<file path="config.mk">
export PLATFORM = sky130hd
export DESIGN_NAME = otgs_back
export DESIGN_NICKNAME = d
export VERILOG_FILES = /design/src/design/otgs_pkg.sv /design/src/design/otgs_back.sv
export SDC_FILE = /design/constraint.sdc
export NUM_CORES = 1
export LEC_CHECK = 0
export BUFFER_PORTS_ARGS = -buffer_cell sky130_fd_sc_hd__buf_2
export CAP_MARGIN = 20
export CORE_MARGIN = 2
export CORE_UTILIZATION = 40
export DETAILED_ROUTE_END_ITERATION = 8
export GPL_ROUTABILITY_DRIVEN = 1
export PLACE_DENSITY = 0.88
export SYNTH_ARGS = -nofsm -noshare
export SYNTH_HDL_FRONTEND = slang
export SYNTH_SLANG_ARGS = --single-unit
</file>
<file path="constraint.sdc">
create_clock -name clk_i -period 2.95 [get_ports clk_i]
set_input_delay 0.59 -clock clk_i [delete_from_list [all_inputs] [get_ports clk_i]]
set_output_delay 0.59 -clock clk_i [all_outputs]
set_load 0.01 [all_outputs]
</file>
<file path="src/design/otgs_pkg.sv">
// Shared types, constants and the 6x8 font table for the text glyph streamer.
`default_nettype none
package otgs_pkg;

  localparam int unsigned GLYPH_WIDTH    = 6;
  localparam int unsigned GLYPH_COUNT    = 96;
  localparam int unsigned BYTES_PER_CHAR = 3 + GLYPH_WIDTH;
  localparam int unsigned IDX_W          = $clog2(BYTES_PER_CHAR);
  localparam int unsigned GLYPH_W        = $clog2(GLYPH_COUNT);
  localparam int unsigned ROW_W          = 8 * GLYPH_WIDTH;

  localparam logic [7:0] FIRST_CODE  = 8'd32;
  localparam logic [7:0] PAGE_CMD    = 8'hB0;
  localparam logic [7:0] COL_HI_CMD  = 8'h10;
  localparam logic [7:0] COL_LO_CMD  = 8'h01;
  localparam logic [7:0] HI_MASK     = 8'hF0;
  localparam logic [7:0] LO_MASK     = 8'h0F;
  localparam logic [7:0] WRAP_RESET  = 8'd126;
  localparam logic [7:0] COL_STEP    = 8'd6;

  // Positions of the cursor set-up bytes within one character
  localparam logic [IDX_W-1:0] IDX_PAGE   = IDX_W'(0);
  localparam logic [IDX_W-1:0] IDX_COL_HI = IDX_W'(1);
  localparam logic [IDX_W-1:0] IDX_COL_LO = IDX_W'(2);
  localparam logic [IDX_W-1:0] IDX_LAST   = IDX_W'(BYTES_PER_CHAR - 1);

  // One classified character as it travels from front to back
  typedef struct packed {
    logic [7:0]       page;
    logic [7:0]       column;
    logic [ROW_W-1:0] glyph_row;  // first font column in the top byte
    logic             bad;
  } char_t;

  // Six font columns of one glyph, first column in the top byte
  function automatic logic [ROW_W-1:0] font_row(input logic [GLYPH_W-1:0] glyph);
    logic [ROW_W-1:0] row;
    case (glyph)
      7'd0:  row = 48'h000000000000;
      7'd1:  row = 48'h0000002F0000;
      7'd2:  row = 48'h000007000700;
      7'd3:  row = 48'h00147F147F14;
      7'd4:  row = 48'h00242A7F2A12;
      7'd5:  row = 48'h006264081323;
      7'd6:  row = 48'h003649552250;
      7'd7:  row = 48'h000005030000;
      7'd8:  row = 48'h00001C224100;
      7'd9:  row = 48'h000041221C00;
      7'd10: row = 48'h0014083E0814;
      7'd11: row = 48'h0008083E0808;
      7'd12: row = 48'h000000A06000;
      7'd13: row = 48'h000808080808;
      7'd14: row = 48'h000060600000;
      7'd15: row = 48'h002010080402;
      7'd16: row = 48'h003E5149453E;
      7'd17: row = 48'h0000427F4000;
      7'd18: row = 48'h004261514946;
      7'd19: row = 48'h002141454B31;
      7'd20: row = 48'h001814127F10;
      7'd21: row = 48'h002745454539;
      7'd22: row = 48'h003C4A494930;
      7'd23: row = 48'h000171090503;
      7'd24: row = 48'h003649494936;
      7'd25: row = 48'h00064949291E;
      7'd26: row = 48'h000036360000;
      7'd27: row = 48'h000056360000;
      7'd28: row = 48'h000814224100;
      7'd29: row = 48'h001414141414;
      7'd30: row = 48'h000041221408;
      7'd31: row = 48'h000201510906;
      7'd32: row = 48'h00324959513E;
      7'd33: row = 48'h007C1211127C;
      7'd34: row = 48'h007F49494936;
      7'd35: row = 48'h003E41414122;
      7'd36: row = 48'h007F4141221C;
      7'd37: row = 48'h007F49494941;
      7'd38: row = 48'h007F09090901;
      7'd39: row = 48'h003E4149497A;
      7'd40: row = 48'h007F0808087F;
      7'd41: row = 48'h0000417F4100;
      7'd42: row = 48'h002040413F01;
      7'd43: row = 48'h007F08142241;
      7'd44: row = 48'h007F40404040;
      7'd45: row = 48'h007F020C027F;
      7'd46: row = 48'h007F0408107F;
      7'd47: row = 48'h003E4141413E;
      7'd48: row = 48'h007F09090906;
      7'd49: row = 48'h003E4151215E;
      7'd50: row = 48'h007F09192946;
      7'd51: row = 48'h004649494931;
      7'd52: row = 48'h0001017F0101;
      7'd53: row = 48'h003F4040403F;
      7'd54: row = 48'h001F2040201F;
      7'd55: row = 48'h003F4038403F;
      7'd56: row = 48'h006314081463;
      7'd57: row = 48'h000708700807;
      7'd58: row = 48'h006151494543;
      7'd59: row = 48'h00007F414100;
      7'd60: row = 48'h00552A552A55;
      7'd61: row = 48'h000041417F00;
      7'd62: row = 48'h000402010204;
      7'd63: row = 48'h004040404040;
      7'd64: row = 48'h000001020400;
      7'd65: row = 48'h002054545478;
      7'd66: row = 48'h007F48444438;
      7'd67: row = 48'h003844444420;
      7'd68: row = 48'h00384444487F;
      7'd69: row = 48'h003854545418;
      7'd70: row = 48'h00087E090102;
      7'd71: row = 48'h0018A4A4A47C;
      7'd72: row = 48'h007F08040478;
      7'd73: row = 48'h0000447D4000;
      7'd74: row = 48'h004080847D00;
      7'd75: row = 48'h007F10284400;
      7'd76: row = 48'h0000417F4000;
      7'd77: row = 48'h007C04180478;
      7'd78: row = 48'h007C08040478;
      7'd79: row = 48'h003844444438;
      7'd80: row = 48'h00FC24242418;
      7'd81: row = 48'h0018242418FC;
      7'd82: row = 48'h007C08040408;
      7'd83: row = 48'h004854545420;
      7'd84: row = 48'h00043F444020;
      7'd85: row = 48'h003C4040207C;
      7'd86: row = 48'h001C2040201C;
      7'd87: row = 48'h003C4030403C;
      7'd88: row = 48'h004428102844;
      7'd89: row = 48'h001CA0A0A07C;
      7'd90: row = 48'h004464544C44;
      7'd91: row = 48'h141414141414;
      default: row = '0;
    endcase
    return row;
  endfunction

endpackage
`default_nettype wire

</file>
<file path="src/design/otgs_back.sv">
// Back end: sequences nine display bytes per character into an output register.
`default_nettype none
module otgs_back (
  input  wire logic           clk_i,
  input  wire logic           rst_ni,
  input  wire logic           empty_i,
  input  wire otgs_pkg::char_t head_i,
  output logic                pop_o,
  input  wire logic           out_stall_i,
  output logic                out_valid_o,
  output logic [7:0]          display_byte_o,
  output logic                is_command_o,
  output logic                last_of_char_o,
  output logic                bad_character_o
);

  localparam int unsigned DATA_IDX_W = $clog2(otgs_pkg::GLYPH_WIDTH);

  logic [otgs_pkg::IDX_W-1:0] idx_q;
  logic                       out_valid_q;
  logic [7:0]                 byte_q;
  logic                       cmd_q, last_q, bad_q;
  logic                       advance;
  logic                       load;
  logic [7:0]                 byte_d;
  logic [otgs_pkg::IDX_W-1:0] data_idx_full;
  logic [DATA_IDX_W-1:0]      data_idx;
  logic [otgs_pkg::ROW_W-1:0] row_shifted;

  assign advance = !out_valid_q || !out_stall_i;
  assign load    = advance && !empty_i;
  assign pop_o   = load && (idx_q == otgs_pkg::IDX_LAST);

  // Pick the byte for the current position
  always_comb begin
    data_idx_full = idx_q - otgs_pkg::IDX_W'(3);
    data_idx      = data_idx_full[DATA_IDX_W-1:0];
    row_shifted   = head_i.glyph_row << (8 * data_idx);
    case (idx_q)
      otgs_pkg::IDX_PAGE:   byte_d = otgs_pkg::PAGE_CMD + head_i.page;
      otgs_pkg::IDX_COL_HI: byte_d = otgs_pkg::COL_HI_CMD
                                   | ((head_i.column & otgs_pkg::HI_MASK) >> 4);
      otgs_pkg::IDX_COL_LO: byte_d = otgs_pkg::COL_LO_CMD
                                   | (head_i.column & otgs_pkg::LO_MASK);
      default:              byte_d = row_shifted[otgs_pkg::ROW_W-1 -: 8];
    endcase
  end

  // Output payload
  always_ff @(posedge clk_i) begin
    if (load) begin
      byte_q <= byte_d;
      cmd_q  <= idx_q < otgs_pkg::IDX_W'(3);
      last_q <= idx_q == otgs_pkg::IDX_LAST;
      bad_q  <= head_i.bad;
    end
  end

  // Byte position and output valid
  always_ff @(posedge clk_i or negedge rst_ni) begin
    if (!rst_ni) begin
      idx_q       <= '0;
      out_valid_q <= 1'b0;
    end else begin
      if (advance) begin
        out_valid_q <= !empty_i;
      end
      if (load) begin
        idx_q <= (idx_q == otgs_pkg::IDX_LAST) ? '0 : idx_q + otgs_pkg::IDX_W'(1);
      end
    end
  end

  assign out_valid_o     = out_valid_q;
  assign display_byte_o  = byte_q;
  assign is_command_o    = cmd_q;
  assign last_of_char_o  = last_q;
  assign bad_character_o = bad_q;

endmodule
`default_nettype wire

</file>
* After elaboration in Yosys (flattened, before gate mapping) *
Index checks and enable logic that the tools add are counted.

word-level totals
  output and inout bits = 13
  logic and storage cells = 23
  bits in registers = 16
  input bits = 69

operators by class
  add/sub/neg operators = 3
  shift-type cells = 1
  magnitude comparators = 1
  multiplexer cells = 2
  equal/unequal tests = 3
  reductions and logical operators = 7

operators by type and width
  cell                   count
  $shl A48 B6 Y48        1
  $pmux W8 S3            1
  $add A8 B8 Y8 const A  1
  $add A4 B1 Y4 const B  1
  $eq A4 B1 Y1 const B   1
  $eq A4 B2 Y1 const B   1
  $eq A4 B4 Y1 const B   1
  $logic_not A4 Y1       1
  $lt A4 B2 Y1 const B   1
  $mux W4                1
  $logic_not A1 Y1       3
  $sub A3 B2 Y3 const B  1
  $logic_and A1 B1 Y1    2
  $logic_or A1 B1 Y1     1

* Longest topological paths before layout *
  word-level depth = 4
  gate-level depth with buffers = 8
  gate-level depth less buffers = 6

* Worst setup path before layout *
OpenSTA, ideal clock, no wires.

  path type = flip-flop to flip-flop
  start = register idx_q[0] (netlist bit)
  end = register byte_q[0] (netlist: display_byte_o[0]) (data pin)
  period minus slack after synthesis = 2106 ps
  buffers on the path = 3
  arrival = 1846 ps
  library setup time = 261 ps
  setup slack = 844 ps
  required time = 2689 ps
  cell stages (with the launch flop) = 9
  path through = dfrtp_1 > buf_6 > buf_4 > inv_1 > ha_1 > clkbuf_2 > mux4_2 > a22oi_1 > a21oi_1

between the ends
  longest elaborated chain between the ends = 3
  elaborated cells on any way between the ends = 6
  those cells by class = 1 x add/sub; 2 x eq/ne; 1 x shift; 1 x mux; 1 x reduce/logical

ends and longest elaborated chain
  item                      RTL line         text
  start: declaration        otgs_back.sv:19  logic [otgs_pkg::IDX_W-1:0] idx_q;
  start signal: assignment  otgs_back.sv:69  idx_q <= (idx_q == otgs_pkg::IDX_LAST) ? '0 : idx_q + otgs_pkg::IDX_W'(1);
  $sub A3 B2 Y3             otgs_back.sv:36  data_idx_full = idx_q - otgs_pkg::IDX_W'(3);
  $shl A48 B6 Y48           otgs_back.sv:38  row_shifted = head_i.glyph_row << (8 * data_idx);
  $pmux W8 S3 (*)           otgs_back.sv:39  case (idx_q)
  net byte_d[0]             otgs_back.sv:25  logic [7:0] byte_d;
  end signal: assignment    otgs_back.sv:52  byte_q <= byte_d;
  end: declaration          otgs_back.sv:21  logic [7:0] byte_q;

The timed path passes the listed nets; every way through them passes the cells marked *.
A chain may end at the register's enable or synchronous reset.

* Final worst setup path *
  start = register idx_q[0] (netlist bit)
  end = register byte_q[3] (netlist: display_byte_o[3]) (data pin)

Same word-level chain as after synthesis.

==> flow_metrics.tcl <==
set metrics [dict create \
    outcome "finished clean" \
    maxClockFrequency_mhz 465 \
    crit_path_start_kind "flip-flop" \
    cts.clk_slew.worst_paths_ns 0.09 \
    cts_buffers 3 \
    area_growth_syn_to_layout_pct 36.2 \
    fp.dieArea_um2 3620 \
    cp_top_family "XOR/XNOR gates" \
    fin_crit_sh 0.728 \
    cp_max_fo 20 \
    drv_slew 0 \
    gp_congestion 0.841 \
    ys_seq_area_frac 0.360 \
    layout_commonest_cell "buf_2" \
    nets 265 \
    relSlewSlack 0.610 \
    ctsHoldBuffers 0 \
    antenna_found_initial 0 \
    layout_common_cells "buf_2 (80), edfxtp_1 (11), mux2_2 (10), a21oi_1 (10)" \
    synth_top_cell_by_area "edfxtp_1" \
    ys_async_sr_fraction 0.313 \
    wire_per_inst_um 13.6 \
    power_frac_clock 0.099 \
    synth_cell_type_count 31 \
    min_path_type "in2async" \
    sequentialPowerShare 0.293 \
    slowest_delay_ns 0.41 \
    setup_viol 0 \
    comb_power_share 0.609 \
    antenna_cells 0 \
    cts_root_buf "clkbuf_4" \
    arrival_ns 2.15 \
    placementRows 20 \
    die_y_um 60.2 \
    place_ws_ns 0.865 \
    dr.pass1.iters 4 \
    vdd_drop_max_mv 0.268 \
    syn_area_um2 1260 \
    port_buffers 80 \
    dp_cells 228 \
    postCtsSetupBuffers 0 \
    wirelength_um 3150 \
    switchingPower_uw 583 \
    synthTopCellsByArea "edfxtp_1 (26%), mux4_2 (12%), dfrtp_1 (9.9%), mux2_2 (8.9%), ha_1 (6.9%)" \
    syn_area_per_cell_um2 11.6 \
    cap_violations 0 \
    grt_pass1_vias 1120 \
    cts_resized 0 \
    crit_buf_inv 1 \
    drc 0 \
    synth-seq-cells 16 \
    fin_crit_ns 2.15 \
    slowest_stage "xor2_2" \
    hold_violations 0 \
    viasPerCell 5.28 \
    overflow 0 \
    io_pins 82 \
    vias 1224 \
    finalClockSkew_ns 0.00366 \
    grt_pass1_wl_um 4890 \
    synth_fp_nets 185 \
    start_util 0.417 \
    required_ns 2.96 \
    yosys_warnings 0 \
    grt_usage 0.181 \
    tritoncts "built" \
    power.internal_uw 844 \
    drt-initial-drc-count 63 \
    syn-instance-count 109 \
    power.leakage_uw 0.000805 \
    grt_max_degree 21 \
    layout-drive-gt1-share 0.564 \
    fin_cells 232 \
    core_region_area_um2 3030 \
    worst_slew_pin_slew_ns 0.585 \
    worst_slack_ns 0.801 \
    dp.final_hpwl_um 2600 \
    cts_sinks 16 \
    postRouteAntennaNets 0 \
    die_x_um 60.2 \
    synth_flop_cell "edfxtp_1" \
    insertion_delay_ns 0.28 \
    synth_top_area_share 0.261 \
    setup_tns_ns 0 \
    synth_edf_count 11 \
    endpoint_kind "flip-flop" \
    swShare 0.408 \
    pwr_density_cell_nw_per_um2 829 \
    crit_type "reg2reg" \
    clockBufferDepth 2 \
    htree_levels 1 \
    rsz0062_at_grt "false" \
    path_cells "buf_4 > ha_1 > xor2_2 > nor2_2 > a22oi_1 > a21oi_1" \
]
worst reg2reg max path: stages, from the launching register on:
cell	delay, ns
dfrtp_1	0.35
buf_4	0.29
ha_1	0.30
xor2_2	0.41
nor2_2	0.16
a22oi_1	0.26
a21oi_1	0.11
per-layer routing:
metal  up-vias  share of wire  global-route usage
li1        589              -                   -
met1       582           0.42               0.226
met2        51           0.50               0.312
met3         2          0.076              0.0519
met4         0         0.0029              0.0349
met5         -              0                   0
power groups by stage:
| stage | registers, uW | logic (uW) | clock network, uW |
|---|---|---|---|
| CTS | 416 | 858 | 144 |
| finish | 418 | 868 | 141 |
| global placement | 421 | 832 | 0 |
| global route | 428 | 946 | 154 |
| floorplan | 428 | 649 | 0 |
| detailed placement | 422 | 854 | 0 |
per-stage QoR:
step	area, um^2	hold WS [ns]	power, uW	utilization
2_1_floorplan	1260	0.294	1080	-
3_3_place_gp	1690	0.414	1250	0.557
3_5_place_dp	1690	0.410	1280	0.557
4_1_cts	1720	0.104	1420	0.569
5_1_grt	1720	0.0926	1530	0.569
6_report	1720	0.106	1430	0.569
flip-flops by register name, indices dropped and copies added, names as in the netlist:
register	flops
display_byte_o	8
bad_character_o	1
idx_q	4
out_valid_o	1
is_command_o	1
last_of_char_o	1
cells by family after synthesis:
kind of cell	after synthesis	share of synthesized area
muxes	18	0.235
adders and majority gates	7	0.0693
AOI/OAI and AO/OA	31	0.178
and+or+nand+nor	22	0.0802
buffers and inverters	12	0.0505
xor gates and xnor gates	3	0.0267
DFF	16	0.360
path summary, 6_finish.rpt:
path                                    startpoint                          end  slack [ns]  cells past startpoint
max                           idx_q[0]$_DFFE_PN0P_  display_byte_o[3]$_DFFE_PP_        0.80                      6
min reg2reg                out_valid_o$_DFFE_PN0N_      out_valid_o$_DFFE_PN0N_        0.52                      2
max in group asynchronous                   rst_ni         idx_q[3]$_DFFE_PN0P_        2.71                      1
min in group clk_i                         empty_i      out_valid_o$_DFFE_PN0N_        0.47                      2
max reg2reg                   idx_q[0]$_DFFE_PN0P_  display_byte_o[3]$_DFFE_PP_        0.80                      6
min                                         rst_ni         idx_q[1]$_DFFE_PN0P_        0.11                      1
area by class of cell:
type / count / area (um^2)
clock buffer: 4 / 36.3
timing repair buffer: 81 / 408
sequential: 16 / 455
tap: 44 / 55.1
inverter: 6 / 22.5
multi-input combinational: 81 / 744
fill: 270 / 1310
cells in the mapped netlist, types with 2 or more instances:
cell and count:
a31oi_1 3, o21ai_0 2, nor2_1 6, mux4_2 7, buf_4 2, edfxtp_1 11
mux2_2 10, ha_1 7, nand2_1 7, inv_1 6, nor3_1 6, buf_2 2
dfrtp_1 5, a22oi_1 7, a21oi_1 10, a222oi_1 3
Note: power is estimated with default switching activity, not from simulation.
