==> config.mk <==
export PLATFORM = sky130hd
export DESIGN_NAME = otgs_queue
export DESIGN_NICKNAME = d
export VERILOG_FILES = /design/src/design/otgs_pkg.sv /design/src/design/otgs_queue.sv
export SDC_FILE = /design/constraint.sdc
export NUM_CORES = 1
export LEC_CHECK = 0
export ABC_AREA = 1
export BUFFER_PORTS_ARGS = -buffer_cell sky130_fd_sc_hd__buf_2
export CAP_MARGIN = 20
export CORE_MARGIN = 8
export CORE_UTILIZATION = 50
export CTS_BUF_LIST = sky130_fd_sc_hd__clkbuf_8
export CTS_CLUSTER_SIZE = 12
export DETAILED_ROUTE_END_ITERATION = 7
export GPL_TIMING_DRIVEN = 1
export HOLD_SLACK_MARGIN = 0.03
export PLACE_DENSITY = 0.77
export RECOVER_POWER = 100
export SLEW_MARGIN = 5
export SYNTH_ARGS = -nofsm -noshare
export SYNTH_HDL_FRONTEND = slang
export SYNTH_SLANG_ARGS = --single-unit
==> constraint.sdc <==
create_clock -name clk_i -period 7.8 [get_ports clk_i]
set_input_delay 0.78 -clock clk_i [delete_from_list [all_inputs] [get_ports clk_i]]
set_output_delay 0.78 -clock clk_i [all_outputs]
set_load 0.02 [all_outputs]
==> src/design/otgs_pkg.sv <==
// Shared types, constants and the 6x8 font table for the text glyph streamer.
`default_nettype none
package otgs_pkg;

  localparam int unsigned GLYPH_WIDTH    = 6;
  localparam int unsigned GLYPH_COUNT    = 96;
  localparam int unsigned BYTES_PER_CHAR = 3 + GLYPH_WIDTH;
  localparam int unsigned IDX_W          = $clog2(BYTES_PER_CHAR);
  localparam int unsigned GLYPH_W        = $clog2(GLYPH_COUNT);
  localparam int unsigned ROW_W          = 8 * GLYPH_WIDTH;

  localparam logic [7:0] FIRST_CODE  = 8'd32;
  localparam logic [7:0] PAGE_CMD    = 8'hB0;
  localparam logic [7:0] COL_HI_CMD  = 8'h10;
  localparam logic [7:0] COL_LO_CMD  = 8'h01;
  localparam logic [7:0] HI_MASK     = 8'hF0;
  localparam logic [7:0] LO_MASK     = 8'h0F;
  localparam logic [7:0] WRAP_RESET  = 8'd126;
  localparam logic [7:0] COL_STEP    = 8'd6;

  // Positions of the cursor set-up bytes within one character
  localparam logic [IDX_W-1:0] IDX_PAGE   = IDX_W'(0);
  localparam logic [IDX_W-1:0] IDX_COL_HI = IDX_W'(1);
  localparam logic [IDX_W-1:0] IDX_COL_LO = IDX_W'(2);
  localparam logic [IDX_W-1:0] IDX_LAST   = IDX_W'(BYTES_PER_CHAR - 1);

  // One classified character as it travels from front to back
  typedef struct packed {
    logic [7:0]       page;
    logic [7:0]       column;
    logic [ROW_W-1:0] glyph_row;  // first font column in the top byte
    logic             bad;
  } char_t;

  // Six font columns of one glyph, first column in the top byte
  function automatic logic [ROW_W-1:0] font_row(input logic [GLYPH_W-1:0] glyph);
    logic [ROW_W-1:0] row;
    case (glyph)
      7'd0:  row = 48'h000000000000;
      7'd1:  row = 48'h0000002F0000;
      7'd2:  row = 48'h000007000700;
      7'd3:  row = 48'h00147F147F14;
      7'd4:  row = 48'h00242A7F2A12;
      7'd5:  row = 48'h006264081323;
      7'd6:  row = 48'h003649552250;
      7'd7:  row = 48'h000005030000;
      7'd8:  row = 48'h00001C224100;
      7'd9:  row = 48'h000041221C00;
      7'd10: row = 48'h0014083E0814;
      7'd11: row = 48'h0008083E0808;
      7'd12: row = 48'h000000A06000;
      7'd13: row = 48'h000808080808;
      7'd14: row = 48'h000060600000;
      7'd15: row = 48'h002010080402;
      7'd16: row = 48'h003E5149453E;
      7'd17: row = 48'h0000427F4000;
      7'd18: row = 48'h004261514946;
      7'd19: row = 48'h002141454B31;
      7'd20: row = 48'h001814127F10;
      7'd21: row = 48'h002745454539;
      7'd22: row = 48'h003C4A494930;
      7'd23: row = 48'h000171090503;
      7'd24: row = 48'h003649494936;
      7'd25: row = 48'h00064949291E;
      7'd26: row = 48'h000036360000;
      7'd27: row = 48'h000056360000;
      7'd28: row = 48'h000814224100;
      7'd29: row = 48'h001414141414;
      7'd30: row = 48'h000041221408;
      7'd31: row = 48'h000201510906;
      7'd32: row = 48'h00324959513E;
      7'd33: row = 48'h007C1211127C;
      7'd34: row = 48'h007F49494936;
      7'd35: row = 48'h003E41414122;
      7'd36: row = 48'h007F4141221C;
      7'd37: row = 48'h007F49494941;
      7'd38: row = 48'h007F09090901;
      7'd39: row = 48'h003E4149497A;
      7'd40: row = 48'h007F0808087F;
      7'd41: row = 48'h0000417F4100;
      7'd42: row = 48'h002040413F01;
      7'd43: row = 48'h007F08142241;
      7'd44: row = 48'h007F40404040;
      7'd45: row = 48'h007F020C027F;
      7'd46: row = 48'h007F0408107F;
      7'd47: row = 48'h003E4141413E;
      7'd48: row = 48'h007F09090906;
      7'd49: row = 48'h003E4151215E;
      7'd50: row = 48'h007F09192946;
      7'd51: row = 48'h004649494931;
      7'd52: row = 48'h0001017F0101;
      7'd53: row = 48'h003F4040403F;
      7'd54: row = 48'h001F2040201F;
      7'd55: row = 48'h003F4038403F;
      7'd56: row = 48'h006314081463;
      7'd57: row = 48'h000708700807;
      7'd58: row = 48'h006151494543;
      7'd59: row = 48'h00007F414100;
      7'd60: row = 48'h00552A552A55;
      7'd61: row = 48'h000041417F00;
      7'd62: row = 48'h000402010204;
      7'd63: row = 48'h004040404040;
      7'd64: row = 48'h000001020400;
      7'd65: row = 48'h002054545478;
      7'd66: row = 48'h007F48444438;
      7'd67: row = 48'h003844444420;
      7'd68: row = 48'h00384444487F;
      7'd69: row = 48'h003854545418;
      7'd70: row = 48'h00087E090102;
      7'd71: row = 48'h0018A4A4A47C;
      7'd72: row = 48'h007F08040478;
      7'd73: row = 48'h0000447D4000;
      7'd74: row = 48'h004080847D00;
      7'd75: row = 48'h007F10284400;
      7'd76: row = 48'h0000417F4000;
      7'd77: row = 48'h007C04180478;
      7'd78: row = 48'h007C08040478;
      7'd79: row = 48'h003844444438;
      7'd80: row = 48'h00FC24242418;
      7'd81: row = 48'h0018242418FC;
      7'd82: row = 48'h007C08040408;
      7'd83: row = 48'h004854545420;
      7'd84: row = 48'h00043F444020;
      7'd85: row = 48'h003C4040207C;
      7'd86: row = 48'h001C2040201C;
      7'd87: row = 48'h003C4030403C;
      7'd88: row = 48'h004428102844;
      7'd89: row = 48'h001CA0A0A07C;
      7'd90: row = 48'h004464544C44;
      7'd91: row = 48'h141414141414;
      default: row = '0;
    endcase
    return row;
  endfunction

endpackage
`default_nettype wire

==> src/design/otgs_queue.sv <==
// Two-entry queue of classified characters between front and back.
`default_nettype none
module otgs_queue (
  input  wire logic           clk_i,
  input  wire logic           rst_ni,
  input  wire logic           push_i,
  input  wire otgs_pkg::char_t push_data_i,
  input  wire logic           pop_i,
  output logic                full_o,
  output logic                empty_o,
  output otgs_pkg::char_t     head_o
);

  otgs_pkg::char_t mem_q [2];
  logic       wr_ptr_q;
  logic       rd_ptr_q;
  logic [1:0] count_q;

  assign full_o  = count_q == 2'd2;
  assign empty_o = count_q == 2'd0;
  assign head_o  = mem_q[rd_ptr_q];

  // Entry storage
  always_ff @(posedge clk_i) begin
    if (push_i) begin
      mem_q[wr_ptr_q] <= push_data_i;
    end
  end

  // Pointers and fill count
  always_ff @(posedge clk_i or negedge rst_ni) begin
    if (!rst_ni) begin
      wr_ptr_q <= 1'b0;
      rd_ptr_q <= 1'b0;
      count_q  <= '0;
    end else begin
      if (push_i) wr_ptr_q <= !wr_ptr_q;
      if (pop_i)  rd_ptr_q <= !rd_ptr_q;
      case ({push_i, pop_i})
        2'b10:   count_q <= count_q + 2'd1;
        2'b01:   count_q <= count_q - 2'd1;
        default: count_q <= count_q;
      endcase
    end
  end

endmodule
`default_nettype wire

**Word level (Yosys, flattened, before mapping)**

Memories as Yosys holds them, arrays and structs flattened.
Index checks and enable logic that the tools add are counted.

- Register bits: 4
- Memory bits (writable): 130
- Memories kept: 1

Memory list:

| name | words | bits a word | rd ports | clocked after memory_dff | wr ports | line | text |
|---|---|---|---|---|---|---|---|
| mem_q | 2 | 65 | 1 | 0 | 1 | otgs_queue.sv:14 | `otgs_pkg::char_t mem_q [2];` |

- Add/subtract/negate cells: 2
- Equal/unequal tests: 3
- Multiplexer cells: 3
- Reductions and logical operators: 4

Operators by type and width:

| cell | count |
|---|---|
| $eq A2 B2 Y1 const B | 2 |
| $pmux W2 S2 | 1 |
| $add A2 B1 Y2 const B | 1 |
| $eq A2 B1 Y1 const B | 1 |
| $logic_not A1 Y1 | 2 |
| $logic_not A2 Y1 | 1 |
| $mux W1 | 2 |
| $reduce_bool A2 Y1 | 1 |
| $sub A2 B1 Y2 const B | 1 |

**Logic depth before layout (Yosys ltp)**

Gate-level depths: netlist (run 1).

- Depth in word-level cells: 2
- Depth in mapped cells: 7
- Mapped depth without buffers: 7

**Worst setup path after synthesis (run 1)**

OpenSTA, ideal clock, no wires.

- Path type: input port to flip-flop
- Start point: input push_i
- End point: memory mem_q[0][0] in the netlist's numbering, enable pin
- Setup time: 0.490 ns
- Arrival time: 3.565 ns
- Setup slack: 3.745 ns
- Stages on the path: 2
- Path through: inv_1 -> nor2_1

- Cells in the longest elaborated chain, start to end: 2

Ends and longest elaborated chain:

| item | line | text |
|---|---|---|
| start, declared | otgs_queue.sv:6 | `input wire logic push_i,` |
| $mux W1 | otgs_queue.sv:25 | `if (push_i) begin` |
| $mux W1 (not written as such) | otgs_queue.sv:26 | `mem_q[wr_ptr_q] <= push_data_i;` |
| end, declared | otgs_queue.sv:14 |  |

Every way passes these cells.

**Worst setup path after layout (run 1)**

- Start point: input push_i
- End point: memory mem_q[0][5] in the netlist's numbering, enable pin

The elaborated chain is that of the path after synthesis.

==> results.cfg, run 1 <==
[timing]
relSlewSlack_pct = -46.2
hold_viol_final = 0
drv_slew = 108
worst_pin_slew_ns = 2.19
rsz0062_at_grt = false
fin_setup_tns_ns = 0
clock.fmax_mhz = 234
skew_ns = 0.00516
fin_crit_sh_pct = 54.9
setup_viol = 0
min_period_ns = 4.28

[yosys]
ys_seq_area_share_pct = 79.8
syn_inst = 363
synth_area_um2 = 5020
syn_area_per_cell_um2 = 13.8
synth-xor-area-share_pct = 0.523
synth.distinct_cells = 15
ys_warn_count = 0
synth_compound_area_share_pct = 6.48
synthAdderAreaFrac_pct = 0.249
synth_nets = 433
synth-simple-area-share_pct = 5.68
ys_seq_elements = 134
synthMuxAreaShare_pct = 0
synth_top_family_by_area = buffers and inverters

[placement]
place_hpwl_mm = 6.34
gp_congestion = 0.708
port_buffers = 135
placed_area_um2 = 5790

[drt]
ant_nets = 0
drt-vias-per-instance = 4.61
drtPass1Iterations = 4
avgRoutedWirePerCell_um = 14.4
drt_iter0_drc = 144
routed_wl_mm = 9.37
vias = 3004
drcViolationCount = 0

[die]
row_count = 36
die_y_um = 116
boundaryPins = 136
start_util_pct = 51.4
chipWidth_um = 116
die_area_um2 = 13500
coreArea_um2 = 9770

[worst_setup_path]
end_kind = register
critPathMostFrequentCell = clkbuf_1
path_buf_inv = 3
arrival_ns = 4.28
slowest_delay_ns = 1.65
cp-start-kind = input pin
path_class = in2reg
path_delay_family = buffers and inverters
cp_num_cells = 4
rr_worst_depth = 2
slowest_stage = clkbuf_1
cp_data_required_time_ns = 7.80
crit_path_cell_trace = clkbuf_1, inv_1, nor2_1, clkbuf_1
cp_max_fo = 39

[cts]
cts_made_buffers = 17
cts_buffer_depth = 2
cts_setup_buffers = 0
cts_tree = done
clock_sinks = 134
clk_latency_ns = 0.42
htreeDepth = 4
holdBufCountCts = 0
root_buffer = clkbuf_8
ctsResizeCount = 0
clk_pin_slew_ns = 0.07

[grt]
met3_usage_pct = 6.15
grt_pass1_wl_mm = 14.7
met1_usage_pct = 15.8
grt_overflow_total = 0
antenna_found_initial = 0
grt_start_max_net_pins = 132
grt_usage_pct = 14.6
grt_util_met2_pct = 24.3
grt_pass1_vias = 3127
globalRoute.busiestLayer = met2

[final_layout]
regArea_um2 = 4000
fin_area_um2 = 6100
fillers = 805
diodes = 0
fin_nets = 576
drive_above_1_share_pct = 12.7
multi_input_area_um2 = 649
synthToLayoutAreaGrowth_pct = 21.4

[power]
peakVddDrop_mv = 0.207
power_density_nw_per_um2 = 380
total_leakage_power_nw = 2.39

[status]
status = complete, but fails checks
violations = max-capacitance violations, max-slew violations

[min_path]
hp-class = in2async

[flow_run]
cap_violations = 3
flip-flops by register name, indices dropped and copies added, names as in the netlist:
signal    count
count_q       2
wr_ptr_q      1
rd_ptr_q      1
mem_q       130
kinds of logic (layout without fill, tap and decap cells):
kind of cell	Yosys count	count (layout)
flops	134	134
simple gates	75	75
fa+ha+maj	1	1
buf+inv	85	241
compound gates	65	65
xor+xnor	3	3
synthesized netlist by cell type, drive strengths merged:
library cell / count / area [um^2]
buf: 10 / 85.1
clkbuf: 4 / 15.0
dfrtp: 4 / 100
edfxtp: 130 / 3900
ha: 1 / 12.5
inv: 71 / 267
nand2: 70 / 263
nand3: 1 / 5.00
nand4: 1 / 6.26
nor2: 3 / 11.3
o21ai: 65 / 325
xnor2: 1 / 8.76
xor2: 2 / 17.5
cell type report:
type,count,area share (%)
clock buffers,17,3.84
clock inverters,15,3.08
inverters,71,4.37
multi-input cells,144,10.7
flip-flops and latches,134,65.7
well taps,133,2.73
repair buffers,138,9.65
cell usage in the layout, fill, tap and decap left out, types with 4 or more instances in the layout:
cell type   synthesis  final
buf_2               2     37
bufinv_16           0      4
clkinvlp_4          0      4
clkbuf_1            4    100
edfxtp_1          130    130
o21ai_0            65     65
clkbuf_8            0     17
inv_1              71     72
nand2_1            70     70
dfrtp_1             4      4
power breakdown:
group          switching, W  leakage (nW)  total (W)  internal [W]
Combinational      0.000526         0.925   0.000694      0.000167
Sequential        0.0000677          1.27    0.00103      0.000963
Clock              0.000251         0.202   0.000594      0.000344
metrics by stage:
| step | power [W] | setup WS, ns | utilization [%] | hold WS [ns] | std cells |
|---|---|---|---|---|---|
| floorplan | 0.00154 | 3.75 | - | 0.463 | 363 |
| global placement | 0.00176 | 5.23 | 59.2 | 0.478 | 619 |
| detailed placement | 0.00178 | 5.23 | 59.2 | 0.500 | 619 |
| CTS | 0.00238 | 4.81 | 63.5 | 0.123 | 651 |
| global route | 0.00246 | 3.15 | 62.4 | 0.171 | 652 |
| finish | 0.00232 | 3.52 | 62.4 | 0.193 | 652 |
metal layers:
metal,wire length (um),share of wire (%)
met1,3780,40
met2,4660,50
met3,884,9.4
met4,52,0.55
met5,0,0
final timing paths:
| kind | from | to | slack (ns) |
|---|---|---|---|
| worst max-delay path | push_i | mem_q[0][5] | 3.52 |
| worst min register to register | wr_ptr_q | wr_ptr_q | 0.51 |
| min in group clk_i | wr_ptr_q | wr_ptr_q | 0.51 |
| worst min-delay path | rst_ni | rd_ptr_q | 0.19 |
| worst max register to register | wr_ptr_q | mem_q[0][5] | 3.66 |
| max in group asynchronous | rst_ni | wr_ptr_q | 7.41 |
Note: power is estimated with default switching activity, not from simulation.
==> run 2: changes to the inputs <==
--- a/config.mk
+++ b/config.mk
@@ -5,17 +5,17 @@
 export SDC_FILE = /design/constraint.sdc
 export NUM_CORES = 1
 export LEC_CHECK = 0
-export ABC_AREA = 1
+export ABC_AREA = 0
 export BUFFER_PORTS_ARGS = -buffer_cell sky130_fd_sc_hd__buf_2
 export CAP_MARGIN = 20
 export CORE_MARGIN = 8
-export CORE_UTILIZATION = 50
+export CORE_UTILIZATION = 49
 export CTS_BUF_LIST = sky130_fd_sc_hd__clkbuf_8
 export CTS_CLUSTER_SIZE = 12
 export DETAILED_ROUTE_END_ITERATION = 7
 export GPL_TIMING_DRIVEN = 1
 export HOLD_SLACK_MARGIN = 0.03
-export PLACE_DENSITY = 0.77
+export PLACE_DENSITY = 0.78
 export RECOVER_POWER = 100
 export SLEW_MARGIN = 5
 export SYNTH_ARGS = -nofsm -noshare
==> constraint.sdc (replaced) <==
create_clock -name clk_i -period 3.5 [get_ports clk_i]
set_input_delay 0.35 -clock clk_i [delete_from_list [all_inputs] [get_ports clk_i]]
set_output_delay 0.35 -clock clk_i [all_outputs]
set_load 0.02 [all_outputs]
==> results.cfg, run 2 <==
[grt]
grt_util_met2_pct = 20.8
grt_pass1_wl_mm = 14.1
met3_usage_pct = 7.48
antenna_found_initial = 1
grt_pass1_vias = 2804
grt_start_max_net_pins = 67
grt_usage_pct = 13.1
globalRoute.busiestLayer = met2
grt_overflow_total = 0
met1_usage_pct = 14.6

[cts]
holdBufCountCts = 1
cts_made_buffers = 17
clk_pin_slew_ns = 0.08
cts_tree = done
ctsResizeCount = 0
cts_setup_buffers = 0
root_buffer = clkbuf_8
htreeDepth = 4
cts_buffer_depth = 2
clk_latency_ns = 0.42
clock_sinks = 134

[status]
status = complete, but fails checks
violations = max-capacitance violations, max-slew violations

[power]
peakVddDrop_mv = 0.452
power_density_nw_per_um2 = 851
total_leakage_power_nw = 2.22

[drt]
drt-vias-per-instance = 4.82
vias = 2496
drcViolationCount = 0
ant_nets = 0
avgRoutedWirePerCell_um = 17.4
routed_wl_mm = 9.04
drt_iter0_drc = 95
drtPass1Iterations = 4

[final_layout]
regArea_um2 = 4000
multi_input_area_um2 = 881
layout_commonest_cell = edfxtp_1
final_cell_mix = 130 x edfxtp_1, 70 x clkbuf_1, 67 x buf_2, 25 x mux2_1, 24 x mux2_2
final_util_pct = 60.6
fillers = 811
diodes = 0
fin_nets = 439
finalNonFillerCells = 518
drive_above_1_share_pct = 36.4
largest_reg_flops = 130
regMostFlops = mem_q
synthToLayoutAreaGrowth_pct = 21.9
top_regs = mem_q x130, count_q x2

[yosys]
syn_inst = 218
synth_ff_type = edfxtp_1
synth_nets = 288
synthMuxAreaShare_pct = 17.5
synth-xor-area-share_pct = 0.870
ys_seq_elements = 134
ys_warn_count = 0
yosysMostFrequentCell = edfxtp_1
syn_area_per_cell_um2 = 23.1
yosysTopAreaCell = edfxtp_1
postSynth.asyncResetShare_pct = 2.99
synth.distinct_cells = 13
yosys-top-cells-count = 130 x edfxtp_1, 40 x mux2_4, 25 x mux2_2, 5 x buf_6, 4 x dfrtp_1
synth_edf_count = 130
synth_area_um2 = 5040
yosysTopAreaCellShare_pct = 77.5
ys_seq_area_share_pct = 79.5
synth_compound_area_share_pct = 0
synthAdderAreaFrac_pct = 0.248
synth-simple-area-share_pct = 0.472
synth_top_family_by_area = multiplexers
yosys-top-cells-area = edfxtp_1 78%, mux2_4 12%, mux2_2 5.6%

[worst_setup_path]
cp_data_required_time_ns = 3.15
cp-start-kind = register
arrival_ns = 2.23
end_kind = output pin
cp_max_fo = 51
path_class = reg2out

[min_path]
hp-class = in2reg

[placement]
port_buffers = 135
place_ws_ns = 1.36
dpl.cell_count = 484
place_hpwl_mm = 5.84
gp_congestion = 0.654

[flow_run]
cap_violations = 3

[die]
row_count = 37
start_util_pct = 49.7
chipWidth_um = 117
boundaryPins = 136
die_area_um2 = 13800
coreArea_um2 = 10100
die_y_um = 117

[timing]
hold_viol_final = 0
skew_ns = 0.00642
drv_slew = 133
relSlewSlack_pct = -26.4
min_period_ns = 2.58
fin_ws_ns = 0.915
fin_crit_sh_pct = 73.8
setup_viol = 0
fin_setup_tns_ns = 0
clock.fmax_mhz = 387
rsz0062_at_grt = false
worst_pin_slew_ns = 1.90
## run 2: cell count changes after synthesis, sizes merged
cell / before / now
and2: 0 / 1
buf: 10 / 7
clkbuf: 4 / 0
inv: 71 / 1
mux2: 0 / 65
nand2: 70 / 0
nand3: 1 / 0
nand4: 1 / 0
nor2b: 0 / 1
o21ai: 65 / 0
xnor2: 1 / 2
xor2: 2 / 3
## run 2: kinds of logic (layout without fill, tap and decap cells)
family | count (synthesis) | count (layout)
buf+inv | 8 | 172
mux | 65 | 65
xor+xnor | 5 | 5
fa+ha+maj | 1 | 1
simple gates | 5 | 5
flops | 134 | 134
## run 2: cell type report
cell class                      count  area share (%)
Clock buffer                       17            3.81
Tap cell                          136            2.77
Clock inverter                     15            3.46
Inverter                            1          0.0611
Sequential cell                   134            65.2
Timing Repair Buffer              139            10.4
Multi-Input combinational cell     76            14.3
## run 2: routing by layer
metal  vias to the layer above  part of all wire, %
li1                       1164                    -
met1                      1225                   42
met2                        93                   49
met3                        12                  8.0
met4                         2                 0.98
met5                         -                 0.11
## run 2: worst max-delay path, stage by stage (launching register included)
cell and delay (ns):
dfrtp_1 0.85, buf_16 0.34, mux2_1 0.40, buf_2 0.18
## run 2: power by group
| part | switching [W] | leakage [nW] | internal (W) | total, W |
|---|---|---|---|---|
| Sequential | 0.000121 | 1.27 | 0.00214 | 0.00227 |
| Clock | 0.000563 | 0.226 | 0.000841 | 0.00140 |
| Combinational | 0.000965 | 0.732 | 0.000591 | 0.00156 |
| Total | 0.00165 | 2.22 | 0.00358 | 0.00522 |
## run 2: worst paths after layout
check,start,endpoint,slack [ns],cells past startpoint
max in group asynchronous,rst_ni,count_q[1],3.00,2
min in group asynchronous,rst_ni,rd_ptr_q,0.31,2
worst min-delay path,push_data_i[54],mem_q[0][54],0.12,1
worst max register to register,wr_ptr_q,mem_q[0][15],1.17,2
worst min register to register,count_q[1],count_q[1],0.50,1
worst max-delay path,rd_ptr_q,head_o[62],0.92,3
## run 2: through the flow
stage,cell area [um^2],hold slack [ns],total power (W)
global placement,5840,0.163,0.00403
floorplan,5040,0.0544,0.00358
CTS,6300,0.0797,0.00548
global route,6140,0.0694,0.00549
finish,6140,0.117,0.00522
detailed placement,5840,0.163,0.00406
==> run 3: changes to the inputs <==
--- a/config.mk
+++ b/config.mk
@@ -9,13 +9,13 @@
 export BUFFER_PORTS_ARGS = -buffer_cell sky130_fd_sc_hd__buf_2
 export CAP_MARGIN = 20
 export CORE_MARGIN = 8
-export CORE_UTILIZATION = 49
+export CORE_UTILIZATION = 50
 export CTS_BUF_LIST = sky130_fd_sc_hd__clkbuf_8
 export CTS_CLUSTER_SIZE = 12
 export DETAILED_ROUTE_END_ITERATION = 7
 export GPL_TIMING_DRIVEN = 1
 export HOLD_SLACK_MARGIN = 0.03
-export PLACE_DENSITY = 0.78
+export PLACE_DENSITY = 0.77
 export RECOVER_POWER = 100
 export SLEW_MARGIN = 5
 export SYNTH_ARGS = -nofsm -noshare
==> constraint.sdc (replaced) <==
create_clock -name clk_i -period 2.5 [get_ports clk_i]
set_input_delay 0.25 -clock clk_i [delete_from_list [all_inputs] [get_ports clk_i]]
set_output_delay 0.25 -clock clk_i [all_outputs]
set_load 0.02 [all_outputs]
==> results.cfg, run 3 (synthesis results as in run 2) <==
[final_layout]
drive_above_1_share_pct = 27.0
top_regs = mem_q x130, count_q x2
layout_commonest_cell = edfxtp_1
regMostFlops = mem_q
fin_nets = 509
synthToLayoutAreaGrowth_pct = 35.3
fillers = 712
final_cell_mix = 130 x edfxtp_1, 96 x clkbuf_1, 68 x dlygate4sd3_1, 38 x buf_2, 25 x mux2_2
largest_reg_flops = 130

[worst_setup_path]
cp_data_required_time_ns = 2.57
path_class = in2reg
arrival_ns = 2.32
cp_max_fo = 30
end_kind = register
cp-start-kind = input pin

[timing]
skew_ns = 0.00976
drv_slew = 0
hold_viol_final = 0
fin_setup_tns_ns = 0
worst_pin_slew_ns = 1.31
fin_crit_sh_pct = 90.1
rsz0062_at_grt = false
fin_ws_ns = 0.248
clock.fmax_mhz = 444
min_period_ns = 2.25
setup_viol = 0
relSlewSlack_pct = 12.9

[grt]
grt_overflow_total = 0
grt_pass1_vias = 3136
grt_pass1_wl_mm = 15.5
grt_usage_pct = 15.7
antenna_found_initial = 1
grt_start_max_net_pins = 40

[drt]
drtPass1Iterations = 4
drcViolationCount = 0
avgRoutedWirePerCell_um = 17.5
routed_wl_mm = 10.3
drt_iter0_drc = 150
ant_nets = 0
drt-vias-per-instance = 4.73
vias = 2773

[placement]
port_buffers = 135
gp_congestion = 0.708
place_ws_ns = 0.680

[die]
boundaryPins = 136
row_count = 36
chipWidth_um = 116
die_area_um2 = 13500
die_y_um = 116
coreArea_um2 = 9770
start_util_pct = 51.5

[power]
total_leakage_power_nw = 2.48
power_density_nw_per_um2 = 1090
peakVddDrop_mv = 0.532

[min_path]
hp-class = in2async

[flow_run]
cap_violations = 0

[cts]
root_buffer = clkbuf_8
ctsResizeCount = 0
cts_made_buffers = 17
clock_sinks = 134
cts_tree = done
clk_latency_ns = 0.43
htreeDepth = 4
cts_buffer_depth = 2
clk_pin_slew_ns = 0.08

[status]
status = complete, no violations
-- run 3: cell types whose count changed in the layout (fill, tap and decap cells not counted), sizes merged --
cell         previous run  this run
dlygate4sd3             1        68
clkbuf                 87       120
buf                    68        41
clkinv                  6         3
inv                     3         5
bufinv                  5         4
clkinvlp                2         1
diode                   0         1
-- run 3: timing repair --
action,CTS,global route
buffers inserted,0,0
hold endpoints to repair,136,0
endpoints found under the setup margin,0,0
hold buffers,68,0
-- run 3: final cells by class --
class / count / area, um^2 / share of cell area, %
well taps: 133 / 166 / 2.44
flip-flops and latches: 134 / 4010 / 58.8
repair buffers: 209 / 1300 / 19.1
clock buffers: 20 / 275 / 4.04
clock inverters: 12 / 161 / 2.37
inverters: 1 / 3.75 / 0.0551
multi-input cells: 76 / 897 / 13.2
diodes: 1 / 2.50 / 0.0367
-- run 3: where the power goes --
part / switching [W] / internal [W]
logic: 0.00139 / 0.000943
registers: 0.000200 / 0.00299
clock network: 0.000769 / 0.00115
total: 0.00235 / 0.00508
-- run 3: final timing paths --
kind | cells past startpoint | to | slack, ns | startpoint
worst max register to register | 2 | mem_q[1][4] | 0.42 | wr_ptr_q
worst max-delay path | 5 | mem_q[0][52] | 0.25 | push_i
worst min-delay path | 2 | count_q[0] | 0.19 | rst_ni
worst min register to register | 1 | wr_ptr_q | 0.51 | wr_ptr_q
max in group asynchronous | 2 | rd_ptr_q | 2.07 | rst_ni
min in group clk_i | 1 | wr_ptr_q | 0.51 | wr_ptr_q
-- run 3: stage by stage --
stage / instance area (um^2) / hold WS, ns / cells / utilization, % / total power, W
after global routing: 6820 / 0.178 / 586 / 69.7 / 0.00779
after global placement: 5910 / 0.0676 / 485 / 60.4 / 0.00572
final: 6820 / 0.194 / 586 / 69.7 / 0.00744
after detailed placement: 5910 / 0.0681 / 485 / 60.4 / 0.00577
after CTS: 7030 / 0.143 / 585 / 71.9 / 0.00776
after floorplan: 5040 / -0.0456 / 218 / - / 0.00501
-- run 3: worst max-delay path: stages --
cell and delay [ns]:
dlygate4sd3_1 0.53, clkbuf_1 0.17, inv_1 0.09, nor2_2 0.67, clkbuf_4 0.61
-- run 3: routing by layer --
layer / vias up / part of all wire [%] / GRT usage, %
li1: 1303 / - / -
met1: 1347 / 41 / 17.4
met2: 109 / 49 / 26.0
met3: 14 / 7.7 / 6.72
met4: 0 / 1.7 / 6.40
met5: - / 0 / 0
